===== src/pidrs_pkg.sv =====
// ============================================================================
// pidrs_pkg: shared types and constants for the point-in-region unit
// Widths, register codes and helpers for the disc / ring-sector point test.
// ============================================================================
`default_nettype none

package pidrs_pkg;

  // Coordinate width, signed Q16.8 at the default setting
  localparam int COORD_BITS = 24;

  // Magnitude of a coordinate difference fits COORD_BITS unsigned bits
  localparam int MAG_W     = COORD_BITS;
  localparam int SQ_FULL_W = 2 * MAG_W + 1;
  // Squared lengths and the dot product saturate at SQ_W bits, which is capped at 64
  localparam int SQ_W      = (SQ_FULL_W > 64) ? 64 : SQ_FULL_W;
  localparam int ROOT_W    = (SQ_W + 1) / 2;
  localparam int REM_W     = ROOT_W + 2;

  localparam int UCFG_W    = COORD_BITS - 1;
  localparam int COS_W     = 16;
  localparam int COS_FRAC  = 14;
  localparam int CFG_DW    = (COORD_BITS > COS_W) ? COORD_BITS : COS_W;
  localparam int CFG_IW    = 3;

  // Pipeline depth: front end, one root bit per stage, back end
  localparam int FRONT_ST  = 3;
  localparam int BACK_ST   = 4;
  localparam int NUM_ST    = FRONT_ST + ROOT_W + BACK_ST;

  // Back-end widths
  localparam int BAND_W    = ((ROOT_W > UCFG_W) ? ROOT_W : UCFG_W) + 1;
  localparam int PROD_W    = 2 * ROOT_W;
  localparam int HALF_W    = ROOT_W;
  localparam int PART_W    = HALF_W + COS_W;
  localparam int RHS_W     = PROD_W + COS_W;
  localparam int LHS_W     = SQ_W + COS_FRAC;
  localparam int CMP_W     = (LHS_W > RHS_W) ? LHS_W : RHS_W;

  typedef enum logic [1:0] {
    KIND_DISC = 2'd0,
    KIND_RING = 2'd1,
    KIND_ARC  = 2'd2,
    KIND_LINE = 2'd3
  } kind_e;

  typedef enum logic [CFG_IW-1:0] {
    REG_KIND     = 3'd0,
    REG_POS_X    = 3'd1,
    REG_POS_Z    = 3'd2,
    REG_CENTER_X = 3'd3,
    REG_CENTER_Z = 3'd4,
    REG_RADIUS   = 3'd5,
    REG_HALF_W   = 3'd6,
    REG_COS      = 3'd7
  } cfg_reg_e;

  // Front end result: squared lengths and signed dot product
  typedef struct packed {
    logic [SQ_W-1:0] q_sq;
    logic [SQ_W-1:0] r_sq;
    logic [SQ_W-1:0] nmag;
    logic            nneg;
  } front_t;

  // Data riding alongside the root extraction
  typedef struct packed {
    logic [SQ_W-1:0] nmag;
    logic            nneg;
    logic            disc_hit;
  } side_t;

  // Clamp a full-width sum to the saturating width
  function automatic logic [SQ_W-1:0] sat_sq(input logic [SQ_FULL_W-1:0] s);
    logic [SQ_FULL_W-1:0] lim;
    lim = SQ_FULL_W'({SQ_W{1'b1}});
    if (s > lim) begin
      return {SQ_W{1'b1}};
    end
    return s[SQ_W-1:0];
  endfunction

  // Magnitude of a signed difference
  function automatic logic [MAG_W-1:0] mag_of(input logic [MAG_W:0] d);
    logic [MAG_W:0] n;
    n = d[MAG_W] ? (~d + 1'b1) : d;
    return n[MAG_W-1:0];
  endfunction

endpackage

`default_nettype wire


===== src/pidrs_sqrt.sv =====
// ============================================================================
// pidrs_sqrt: pipelined integer square root
// Restoring digit recurrence, one root bit per register stage.
// ============================================================================
`default_nettype none

module pidrs_sqrt (
  input  wire logic                               clk_i,
  input  wire logic [pidrs_pkg::ROOT_W-1:0]       en_i,
  input  wire logic [pidrs_pkg::SQ_W-1:0]         radicand_i,
  output logic      [pidrs_pkg::ROOT_W-1:0]       root_o
);

  localparam int RW = pidrs_pkg::ROOT_W;
  localparam int EW = pidrs_pkg::REM_W;

  logic [2*RW-1:0] rad_q  [RW];
  logic [EW-1:0]   rem_q  [RW];
  logic [RW-1:0]   root_q [RW];

  for (genvar k = 0; k < RW; k++) begin : g_step
    logic [2*RW-1:0] rad_d;
    logic [EW-1:0]   rem_d;
    logic [RW-1:0]   root_d;
    logic [EW-1:0]   part, trial;
    logic            ge;

    if (k == 0) begin : g_first
      assign rad_d  = (2*RW)'(radicand_i);
      assign rem_d  = '0;
      assign root_d = '0;
    end else begin : g_next
      assign rad_d  = rad_q[k-1];
      assign rem_d  = rem_q[k-1];
      assign root_d = root_q[k-1];
    end

    // bring down the next two radicand bits and try root*4+1
    assign part  = {rem_d[EW-3:0], rad_d[2*RW-1 -: 2]};
    assign trial = {root_d, 2'b01};
    assign ge    = (part >= trial);

    always_ff @(posedge clk_i) begin
      if (en_i[k]) begin
        rad_q[k]  <= rad_d << 2;
        rem_q[k]  <= ge ? (part - trial) : part;
        root_q[k] <= {root_d[RW-2:0], ge};
      end
    end
  end

  assign root_o = root_q[RW-1];

endmodule

`default_nettype wire


===== config.mk =====
export PLATFORM = sky130hd
export DESIGN_NAME = pidrs_sqrt
export DESIGN_NICKNAME = d
export VERILOG_FILES = /design/src/pidrs_pkg.sv /design/src/pidrs_sqrt.sv
export SDC_FILE = /design/constraint.sdc
export NUM_CORES = 2
export LEC_CHECK = 0
export BUFFER_PORTS_ARGS = -buffer_cell sky130_fd_sc_hd__buf_2
export CAP_MARGIN = 10
export CORE_MARGIN = 2
export CORE_UTILIZATION = 30
export DETAILED_ROUTE_END_ITERATION = 8
export PLACE_DENSITY = 0.49
export SLEW_MARGIN = 20
export SYNTH_ARGS = -nofsm -noshare
export SYNTH_HDL_FRONTEND = slang
export SYNTH_SLANG_ARGS = --single-unit

===== constraint.sdc =====
create_clock -name clk_i -period 3.4 [get_ports clk_i]
set_input_delay 0.17 -clock clk_i [delete_from_list [all_inputs] [get_ports clk_i]]
set_output_delay 0.17 -clock clk_i [all_outputs]
set_load 0.1 [all_outputs]

==> out/metrics.csv <==
metric,value,unit
finalPower,0.05252,W
cts_sinks,1487,
synth_area_leaders,"edfxtp_1, ha_1, xnor2_1, xor2_1, inv_1",
cp-start-kind,register,
slew_headroom,30.13,%
setup.worst_path.class,reg -> reg,
final_area,80170,um^2
drc,0,
antenna_found_initial,7,
hold_violations,0,
syn2layout_area_growth,17.17,%
ys_warn_count,0,
drt_wl_total,134300,um
gp_congestion,0.8377,
nets,5969,
design.core.area,227100,um^2
track_usage,11.56,%
fp.dieH,481.6,um
path_clk_slew,0.06,ns
clk_latency,0.81,ns
hold_path_class,in -> reg,
grt_overflow,0,
hpwl,99670,um
critPathMaxStageDelay,0.40,ns
drt-vias-per-instance,4.551,
rows,175,
worstPathArrival,3.81,ns
finalCritPeriodShare,96.51,%
yosysUniqueCellTypes,92,
ir_drop,517.8,uV
clockBufferDepth,3,
status,"finished, final reports clean",
fin_crit,3.281,ns
synthArstFlopShare,0,%
post_dp_cell_area,73510,um^2
ioPinCount,100,
cts_buffers,166,
start_util,30.13,%
tightest_slew,1.048,ns
crit_fanout,22,
ant_nets,0,
critPathCaptureType,register,
clock-root-buffer,clkbuf_16,
io_buffers,99,
syn_area_per_cell,13.33,um^2
crit_chain,ha_1 -> o21a_1 -> o21a_1 -> o21ai_1 -> a21boi_0 -> o21ai_1 -> a21oi_1 -> o41ai_2 -> nand3b_1 -> buf_12 -> mux2_2,
drtPass1Iterations,5,
power-per-cell-area,655.2,nW/um^2
slew_viol_final,0,
synth.net_count,5559,
tritoncts,built,
dp_worst_setup_slack,0.05934,ns
drv_cap,0,
grt_max_degree,73,
slowest_stage,edfxtp_1,
skew,0.05976,ns
synth_top_flop_cell,edfxtp_1,
timing.fmax,0.3047,GHz
wire_per_inst,15.46,um
die-width,481.6,um
yosysSeqAreaShare,65.26,%
multi_input_area,21920,um^2
ys_ff_latch,1487,
seq_area,44650,um^2
grt_pass1_vias,39790,
finalSetupViolCount,0,
synth_edf_count,1487,
grt_first_pass_wirelength,216100,um
vias,39540,
cts_max_level,4,
die-area,231900,um^2
fillers,21830,
critPathRequiredTime,3.93,ns
yosysTopAreaCell,edfxtp_1,
synth_area,68420,um^2
p_leak,30.53,nW
synthesis.instances,5134,
first_iter_violations,2272,
final.setup.worst_slack,0.1186,ns
drive_above_1_share,11.56,%
synth_top_area_share,65.26,%
==> critical path: cells and delay by family (launching register included) <==
family                   cells  cell delay (ns)
flip-flops                   1             0.40
buffers and inverters        1             0.23
multiplexers                 1             0.28
AO/OA/AOI/OAI                7             1.51
AND/OR/NAND/NOR              1             0.19
adder cells (fa/ha/maj)      1             0.37
==> final timing paths <==
check	startpoint	to	slack, ns	depth (start not counted)
worst max register to register	rem_q[4][54]	rem_q[4][90]	0.12	11
worst min-delay path	en_i[10]	rem_q[2][67]	0.06	1
worst min register to register	rad_q[1][330]	rad_q[1][380]	0.39	0
worst max-delay path	rem_q[4][54]	rem_q[4][90]	0.12	11
==> sequential cells by signal (all words and copies together) (netlist names) <==
signal	count
rad_q	600
root_q	325
rem_q	562
==> power breakdown <==
group          switching, W  internal [W]  total [W]
clock               0.00750        0.0108     0.0183
sequential          0.00131        0.0231     0.0244
combinational       0.00548       0.00436    0.00984
==> synthesized netlist by cell type (9+ instances only) <==
cell,count
nand2_1,314
inv_1,442
nand3b_1,11
a21o_1,126
a21boi_0,27
nor4_1,60
o21ai_1,25
a21oi_1,270
o21ai_0,226
buf_2,19
nor3b_1,9
nand3_1,78
and2_1,19
xnor2_1,244
ha_1,350
or4_1,28
nand4_1,53
nand4b_1,9
a211oi_1,23
xor2_1,194
mux2_2,89
nor2_1,285
and3_1,20
edfxtp_1,1487
nor2b_1,58
o211ai_1,21
or2_2,33
clkbuf_1,42
nand2b_1,65
o21a_1,72
a31oi_1,30
o21bai_1,27
or3_1,55
nor3_1,138
o31ai_1,46
==> layout make-up <==
type                       instances  share of cell area, %
antenna                            4                0.01249
clock buffer                     191                  5.325
clock inverter                   108                  1.776
inverter                         448                  2.101
multi-input combinational       3129                  27.34
sequential                      1487                  55.70
tap                             3009                  4.696
timing repair buffer             312                  3.051
==> cells by family after synthesis <==
group | Yosys count | synth area share, %
flops | 1487 | 65.26
simple gates | 1263 | 9.235
compound gates | 984 | 9.072
buf+inv | 518 | 2.893
xor+xnor | 438 | 5.607
fa+ha+maj | 350 | 6.401
mux | 93 | 1.523
other cells | 1 | 0.005481
==> repair_timing <==
action | 4_1_cts | 5_1_grt
gates resized for setup | 0 | 29
buffers inserted | 0 | 1
endpoints found under the hold margin | 460 | 44
hold buffers | 82 | 1
endpoints found under the setup margin | 0 | 111
==> cell usage in the layout, fill, tap and decap left out, types with 24 or more instances in the layout <==
cell,count
ha_1,350
a21o_1,126
o21bai_1,26
nand3_1,78
xnor2_1,244
nand4_1,53
clkbuf_16,167
nor4_1,59
dlygate4sd3_1,83
o21a_1,72
a21boi_0,27
or2_2,33
nor3_1,137
clkinv_1,32
nor2b_1,58
buf_2,98
nand2_1,314
edfxtp_1,1487
or3_1,55
nand2b_1,65
buf_4,119
nor2_1,283
clkbuf_1,24
mux2_2,89
o21ai_0,223
o21ai_1,27
o31ai_1,43
or4_1,28
a21oi_1,267
xor2_1,194
a31oi_1,29
inv_1,442
==> per-layer routing <==
layer / wire length, um / global-route usage, % / vias up
li1: - / - / 19850
met1: 60950 / 14.90 / 18860
met2: 64300 / 19.47 / 618
met3: 5450 / 2.248 / 204
met4: 3552 / 3.753 / 4
met5: 28 / 0 / -
==> through the flow <==
step / utilization [%] / TNS (ns) / hold slack (ns) / cells
after global routing: 35.31 / -0.001294 / 0.02191 / 8688
after global placement: 32.37 / 0 / 0.3474 / 8301
after detailed placement: 32.37 / 0 / 0.3481 / 8301
after CTS: 35.24 / 0 / 0.001610 / 8682
final: 35.31 / 0 / 0.05841 / 8688
after floorplan: - / 0 / 0.2689 / 5134
No activity file was read; power rests on OpenSTA's default activity.
