`src/pidrs_pkg.sv`:
```
// ============================================================================
// pidrs_pkg: shared types and constants for the point-in-region unit
// Widths, register codes and helpers for the disc / ring-sector point test.
// ============================================================================
`default_nettype none

package pidrs_pkg;

  // Coordinate width, signed Q16.8 at the default setting
  localparam int COORD_BITS = 24;

  // Magnitude of a coordinate difference fits COORD_BITS unsigned bits
  localparam int MAG_W     = COORD_BITS;
  localparam int SQ_FULL_W = 2 * MAG_W + 1;
  // Squared lengths and the dot product saturate at SQ_W bits, which is capped at 64
  localparam int SQ_W      = (SQ_FULL_W > 64) ? 64 : SQ_FULL_W;
  localparam int ROOT_W    = (SQ_W + 1) / 2;
  localparam int REM_W     = ROOT_W + 2;

  localparam int UCFG_W    = COORD_BITS - 1;
  localparam int COS_W     = 16;
  localparam int COS_FRAC  = 14;
  localparam int CFG_DW    = (COORD_BITS > COS_W) ? COORD_BITS : COS_W;
  localparam int CFG_IW    = 3;

  // Pipeline depth: front end, one root bit per stage, back end
  localparam int FRONT_ST  = 3;
  localparam int BACK_ST   = 4;
  localparam int NUM_ST    = FRONT_ST + ROOT_W + BACK_ST;

  // Back-end widths
  localparam int BAND_W    = ((ROOT_W > UCFG_W) ? ROOT_W : UCFG_W) + 1;
  localparam int PROD_W    = 2 * ROOT_W;
  localparam int HALF_W    = ROOT_W;
  localparam int PART_W    = HALF_W + COS_W;
  localparam int RHS_W     = PROD_W + COS_W;
  localparam int LHS_W     = SQ_W + COS_FRAC;
  localparam int CMP_W     = (LHS_W > RHS_W) ? LHS_W : RHS_W;

  typedef enum logic [1:0] {
    KIND_DISC = 2'd0,
    KIND_RING = 2'd1,
    KIND_ARC  = 2'd2,
    KIND_LINE = 2'd3
  } kind_e;

  typedef enum logic [CFG_IW-1:0] {
    REG_KIND     = 3'd0,
    REG_POS_X    = 3'd1,
    REG_POS_Z    = 3'd2,
    REG_CENTER_X = 3'd3,
    REG_CENTER_Z = 3'd4,
    REG_RADIUS   = 3'd5,
    REG_HALF_W   = 3'd6,
    REG_COS      = 3'd7
  } cfg_reg_e;

  // Front end result: squared lengths and signed dot product
  typedef struct packed {
    logic [SQ_W-1:0] q_sq;
    logic [SQ_W-1:0] r_sq;
    logic [SQ_W-1:0] nmag;
    logic            nneg;
  } front_t;

  // Data riding alongside the root extraction
  typedef struct packed {
    logic [SQ_W-1:0] nmag;
    logic            nneg;
    logic            disc_hit;
  } side_t;

  // Clamp a full-width sum to the saturating width
  function automatic logic [SQ_W-1:0] sat_sq(input logic [SQ_FULL_W-1:0] s);
    logic [SQ_FULL_W-1:0] lim;
    lim = SQ_FULL_W'({SQ_W{1'b1}});
    if (s > lim) begin
      return {SQ_W{1'b1}};
    end
    return s[SQ_W-1:0];
  endfunction

  // Magnitude of a signed difference
  function automatic logic [MAG_W-1:0] mag_of(input logic [MAG_W:0] d);
    logic [MAG_W:0] n;
    n = d[MAG_W] ? (~d + 1'b1) : d;
    return n[MAG_W-1:0];
  endfunction

endpackage

`default_nettype wire

```
`src/pidrs_back.sv`:
```
// ============================================================================
// pidrs_back: band, angle and decision stages
// Checks the ring band, scales the lengths by the cosine and decides.
// ============================================================================
`default_nettype none

module pidrs_back (
  input  wire logic                             clk_i,
  input  wire logic [pidrs_pkg::BACK_ST-1:0]    en_i,
  input  wire logic [pidrs_pkg::ROOT_W-1:0]     rd_i,
  input  wire logic [pidrs_pkg::ROOT_W-1:0]     rr_i,
  input  wire pidrs_pkg::side_t                 side_i,
  input  wire pidrs_pkg::kind_e                 kind_i,
  input  wire logic [pidrs_pkg::UCFG_W-1:0]     half_w_i,
  input  wire logic signed [pidrs_pkg::COS_W-1:0] cos_i,
  output logic                                  inside_o
);

  localparam int BW = pidrs_pkg::BAND_W;
  localparam int HW = pidrs_pkg::HALF_W;
  localparam int PW = pidrs_pkg::PROD_W;
  localparam int CW = pidrs_pkg::CMP_W;

  typedef struct packed {
    logic             band;
    logic             zero;
    pidrs_pkg::side_t side;
  } carry_t;

  // Stage E: band check and length product
  logic [BW-1:0] rd_w, rr_w, hw_w;
  carry_t        carry_d;
  carry_t        carry_e_q, carry_f_q, carry_g_q;
  logic [PW-1:0] prod_q;

  assign rd_w = BW'(rd_i);
  assign rr_w = BW'(rr_i);
  assign hw_w = BW'(half_w_i);

  always_comb begin
    carry_d.band = ((rd_w + hw_w) >= rr_w) && (rd_w <= (rr_w + hw_w));
    carry_d.zero = (rr_i == '0) || (rd_i == '0);
    carry_d.side = side_i;
  end

  always_ff @(posedge clk_i) begin
    if (en_i[0]) begin
      prod_q    <= rr_i * rd_i;
      carry_e_q <= carry_d;
    end
  end

  // Stage F: product times cosine magnitude, split in two halves
  logic [pidrs_pkg::COS_W-1:0]  cmag;
  logic [pidrs_pkg::PART_W-1:0] lo_q, hi_q;

  assign cmag = cos_i[pidrs_pkg::COS_W-1] ? (~cos_i + 1'b1) : cos_i;

  always_ff @(posedge clk_i) begin
    if (en_i[1]) begin
      lo_q      <= prod_q[HW-1:0] * cmag;
      hi_q      <= prod_q[PW-1:HW] * cmag;
      carry_f_q <= carry_e_q;
    end
  end

  // Stage G: merge partial products
  logic [pidrs_pkg::RHS_W-1:0] rhs_q;

  always_ff @(posedge clk_i) begin
    if (en_i[2]) begin
      rhs_q     <= (pidrs_pkg::RHS_W'(hi_q) << HW) + pidrs_pkg::RHS_W'(lo_q);
      carry_g_q <= carry_f_q;
    end
  end

  // Stage H: angle compare and final decision
  logic [CW-1:0] lhs, rhs;
  logic          cos_le0, ring_hit, inside_d;

  assign lhs     = CW'(carry_g_q.side.nmag) << pidrs_pkg::COS_FRAC;
  assign rhs     = CW'(rhs_q);
  assign cos_le0 = cos_i[pidrs_pkg::COS_W-1] || (cos_i == '0);

  always_comb begin
    if (!carry_g_q.band) begin
      ring_hit = 1'b0;
    end else if (carry_g_q.zero) begin
      // zero-length direction: dot counts as zero
      ring_hit = cos_le0;
    end else if (cos_le0) begin
      ring_hit = carry_g_q.side.nneg ? (lhs <= rhs) : 1'b1;
    end else if (carry_g_q.side.nneg || (carry_g_q.side.nmag == '0)) begin
      ring_hit = 1'b0;
    end else begin
      ring_hit = (lhs >= rhs);
    end
  end

  always_comb begin
    case (kind_i)
      pidrs_pkg::KIND_DISC: inside_d = carry_g_q.side.disc_hit;
      pidrs_pkg::KIND_RING: inside_d = ring_hit;
      default:              inside_d = 1'b0;
    endcase
  end

  always_ff @(posedge clk_i) begin
    if (en_i[3]) begin
      inside_o <= inside_d;
    end
  end

endmodule

`default_nettype wire

```
`config.mk`:
```
export PLATFORM = sky130hd
export DESIGN_NAME = pidrs_back
export DESIGN_NICKNAME = d
export VERILOG_FILES = /design/src/pidrs_pkg.sv /design/src/pidrs_back.sv
export SDC_FILE = /design/constraint.sdc
export NUM_CORES = 2
export LEC_CHECK = 0
export BUFFER_PORTS_ARGS = -buffer_cell sky130_fd_sc_hd__buf_2
export CORE_ASPECT_RATIO = 1.4
export CORE_UTILIZATION = 60
export CTS_CLUSTER_DIAMETER = 60
export DETAILED_ROUTE_END_ITERATION = 7
export GPL_TIMING_DRIVEN = 0
export HOLD_SLACK_MARGIN = 0.12
export PLACE_DENSITY_LB_ADDON = 0.25
export RECOVER_POWER = 25
export SYNTH_ARGS = -nofsm -noshare
export SYNTH_HDL_FRONTEND = slang
export SYNTH_SLANG_ARGS = --single-unit
```
`constraint.sdc`:
```
create_clock -name clk_i -period 15.4 [get_ports clk_i]
set_input_delay 3.08 -clock clk_i [delete_from_list [all_inputs] [get_ports clk_i]]
set_output_delay 3.08 -clock clk_i [all_outputs]
set_load 0.005 [all_outputs]
```
==> flow_metrics.tcl <==
set metrics [dict create \
    core_sq_um 104000 \
    final_common_cell "inv_1" \
    start_util_pct 60.5 \
    antenna_found_initial 4 \
    grt_pass1_wl_mm 283 \
    rsz0062_at_grt "false" \
    hp-start "carry_f_q[17]" \
    async_reset_ff_share_pct 0 \
    die_h_um 385 \
    drive_gt1_share_pct 3.27 \
    numCtsBuffers 31 \
    clk_latency_ps 630 \
    synth_area_per_cell_sq_um 9.51 \
    worst_pin_slew_ps 1200 \
    htree_num_levels 1 \
    fin_setup_tns_ps 0 \
    dp_cells 8117 \
    clk_path_buf_depth 3 \
    std_cell_rows 140 \
    critPathArrivalTime_ps 12610 \
    drcViolationCount 0 \
    cts_resized 0 \
    r2r-end "lo_q[39]" \
    dpl-instance-area_sq_um 65500 \
    cp-end-kind "flip-flop" \
    finalNetCount 8690 \
    yosysWarnings 0 \
    start_kind "primary input" \
    max_stage_delay_ps 880 \
    fmax_ghz 0.0816 \
    path_class "primary input to flip-flop" \
    slew_headroom_pct 19.2 \
    maxCapViolCount 0 \
    worst_hold_path_type "flip-flop to flip-flop" \
    synth_top_area_share_pct 37.2 \
    setup_viol 0 \
    reg2reg_slack_ps 7400 \
    synth_cells 6620 \
    synth_nets 8509 \
    finalWirelength_mm 186 \
    crit_top_cell "fa_1" \
    r2r_cells 22 \
    slew_violations 0 \
    wl_per_cell_um 22.7 \
    cts_sinks 358 \
    post_cts_buffers 0 \
    clk_transition_reported_paths_ps 80 \
    fillCellCount 8795 \
    synth_edf_count 358 \
    postCtsHoldBufs 0 \
    ys_seq_area_share_pct 17.1 \
    period_share_pct 79.6 \
    crit_family "adder cells" \
    fin_crit_ps 12250 \
    synth_area_sq_um 63000 \
    ys.flop_type "edfxtp_1" \
    worstPathMaxFanout 10 \
    drt-pass1-iter-count 6 \
    gp_congestion 1.02 \
    min_path_cells 0 \
    critPathRequiredTime_ps 15760 \
    cts_tree "done" \
    worst-path-buf-inv 6 \
    netlist_top_cells_area "fa_1, edfxtp_1, ha_1, inv_1, nand2_1" \
    slowest_stage "xnor2_1" \
    synth_largest_area_cell "fa_1" \
    synthToLayoutAreaGrowth_pct 5.46 \
    dr.first_iter.drc_count 3208 \
    post-place-ws_ps 2750 \
    hpwl_mm 156 \
    skew_ps 21.9 \
    synth-seq-cells 358 \
    globalRouteOverflowTotal 0 \
    setup_ws_ps 3150 \
    grt_use_total_pct 35.9 \
    dieArea_sq_um 106000 \
    holdPathEnd "carry_g_q[17]" \
    stdcell_count 8173 \
    grt_pass1_vias 49889 \
    io_buffer_count 145 \
    finalHoldViolCount 0 \
    status "completed" \
    vias_per_cell 5.70 \
    mostFrequentLayoutCells "inv_1, fa_1, nand2_1" \
    cts_root_buffer "clkbuf_16" \
    die_w_um 276 \
    ioPinCount 148 \
    r2r-start "prod_q[17]" \
    vias 46618 \
    grt_start_max_net_pins 75 \
    synthDistinctLibCells 84 \
    design_area_sq_um 66400 \
    antenna_left 0 \
]
==> synth_stat cells (5+ instances only) <==
library cell,n
a31oi_1,21
nor4_1,35
o31ai_1,17
a21boi_0,5
a211oi_1,31
xor2_1,59
a211o_1,6
inv_1,1469
and4_1,8
o21a_1,27
and2_1,472
nand2_1,1046
o211ai_1,12
nor3_1,44
nor2b_1,27
fa_1,1169
o21ai_0,90
clkbuf_1,282
o21bai_1,25
or2_2,7
or3_1,12
and3_1,17
a21oi_1,175
nand3_1,55
xnor2_1,142
nand2b_1,26
o21ai_1,10
a221oi_1,6
nor2_1,142
ha_1,573
nand4_1,41
edfxtp_1,358
a221o_1,5
a21o_1,106
==> final cells by class <==
| class | instances | area [sq um] | area share, % |
|---|---|---|---|
| multi-input combinational | 4507 | 45600 | 68.7 |
| clock buffer | 37 | 798 | 1.20 |
| tap | 1349 | 1690 | 2.54 |
| clock inverter | 16 | 130 | 0.196 |
| inverter | 1469 | 5510 | 8.31 |
| timing repair buffer | 148 | 820 | 1.23 |
| buffer | 286 | 1080 | 1.62 |
| antenna | 3 | 7.51 | 0.0113 |
| sequential | 358 | 10800 | 16.2 |
==> routing by layer <==
layer	up-vias	global-route usage (%)	wire, um
met5	-	0	41
met4	6	27.9	18000
met3	693	4.47	12200
met2	2023	62.8	92100
met1	23214	39.3	63500
li1	20682	-	-
==> metrics by stage <==
step / util, % / hold WS (ps)
2_1_floorplan: - / 400
3_3_place_gp: 62.8 / 400
4_1_cts: 63.8 / 415
6_report: 63.8 / 409
5_1_grt: 63.8 / 422
3_5_place_dp: 62.9 / 405
==> flip-flops by register name (all words and copies together) (netlist names) <==
signal     count
carry_e_q     53
carry_f_q     53
carry_g_q     53
hi_q          41
inside_o       1
lo_q          41
prod_q        50
rhs           66
==> cells by family after synthesis <==
| kind of cell | share of synthesized area, % |
|---|---|
| compound gates | 6.47 |
| xor+xnor | 2.80 |
| fa+ha+maj | 48.6 |
| buf+inv | 10.5 |
| flops | 17.1 |
| mux | 0.0318 |
| simple gates | 14.6 |
==> how the worst max path moves through the flow <==
stage / endpoint / cells past startpoint / from
floorplan: hi_q[30] / 29 / cos_i[0]
global placement: lo_q[39] / 30 / cos_i[0]
detailed placement: lo_q[39] / 30 / cos_i[0]
global route: lo_q[39] / 30 / cos_i[0]
finish: lo_q[39] / 30 / cos_i[0]
CTS: lo_q[39] / 30 / cos_i[0]
Power is not shown: default switching activity piles up to over one toggle a cycle in this logic, so the estimate is an artifact.
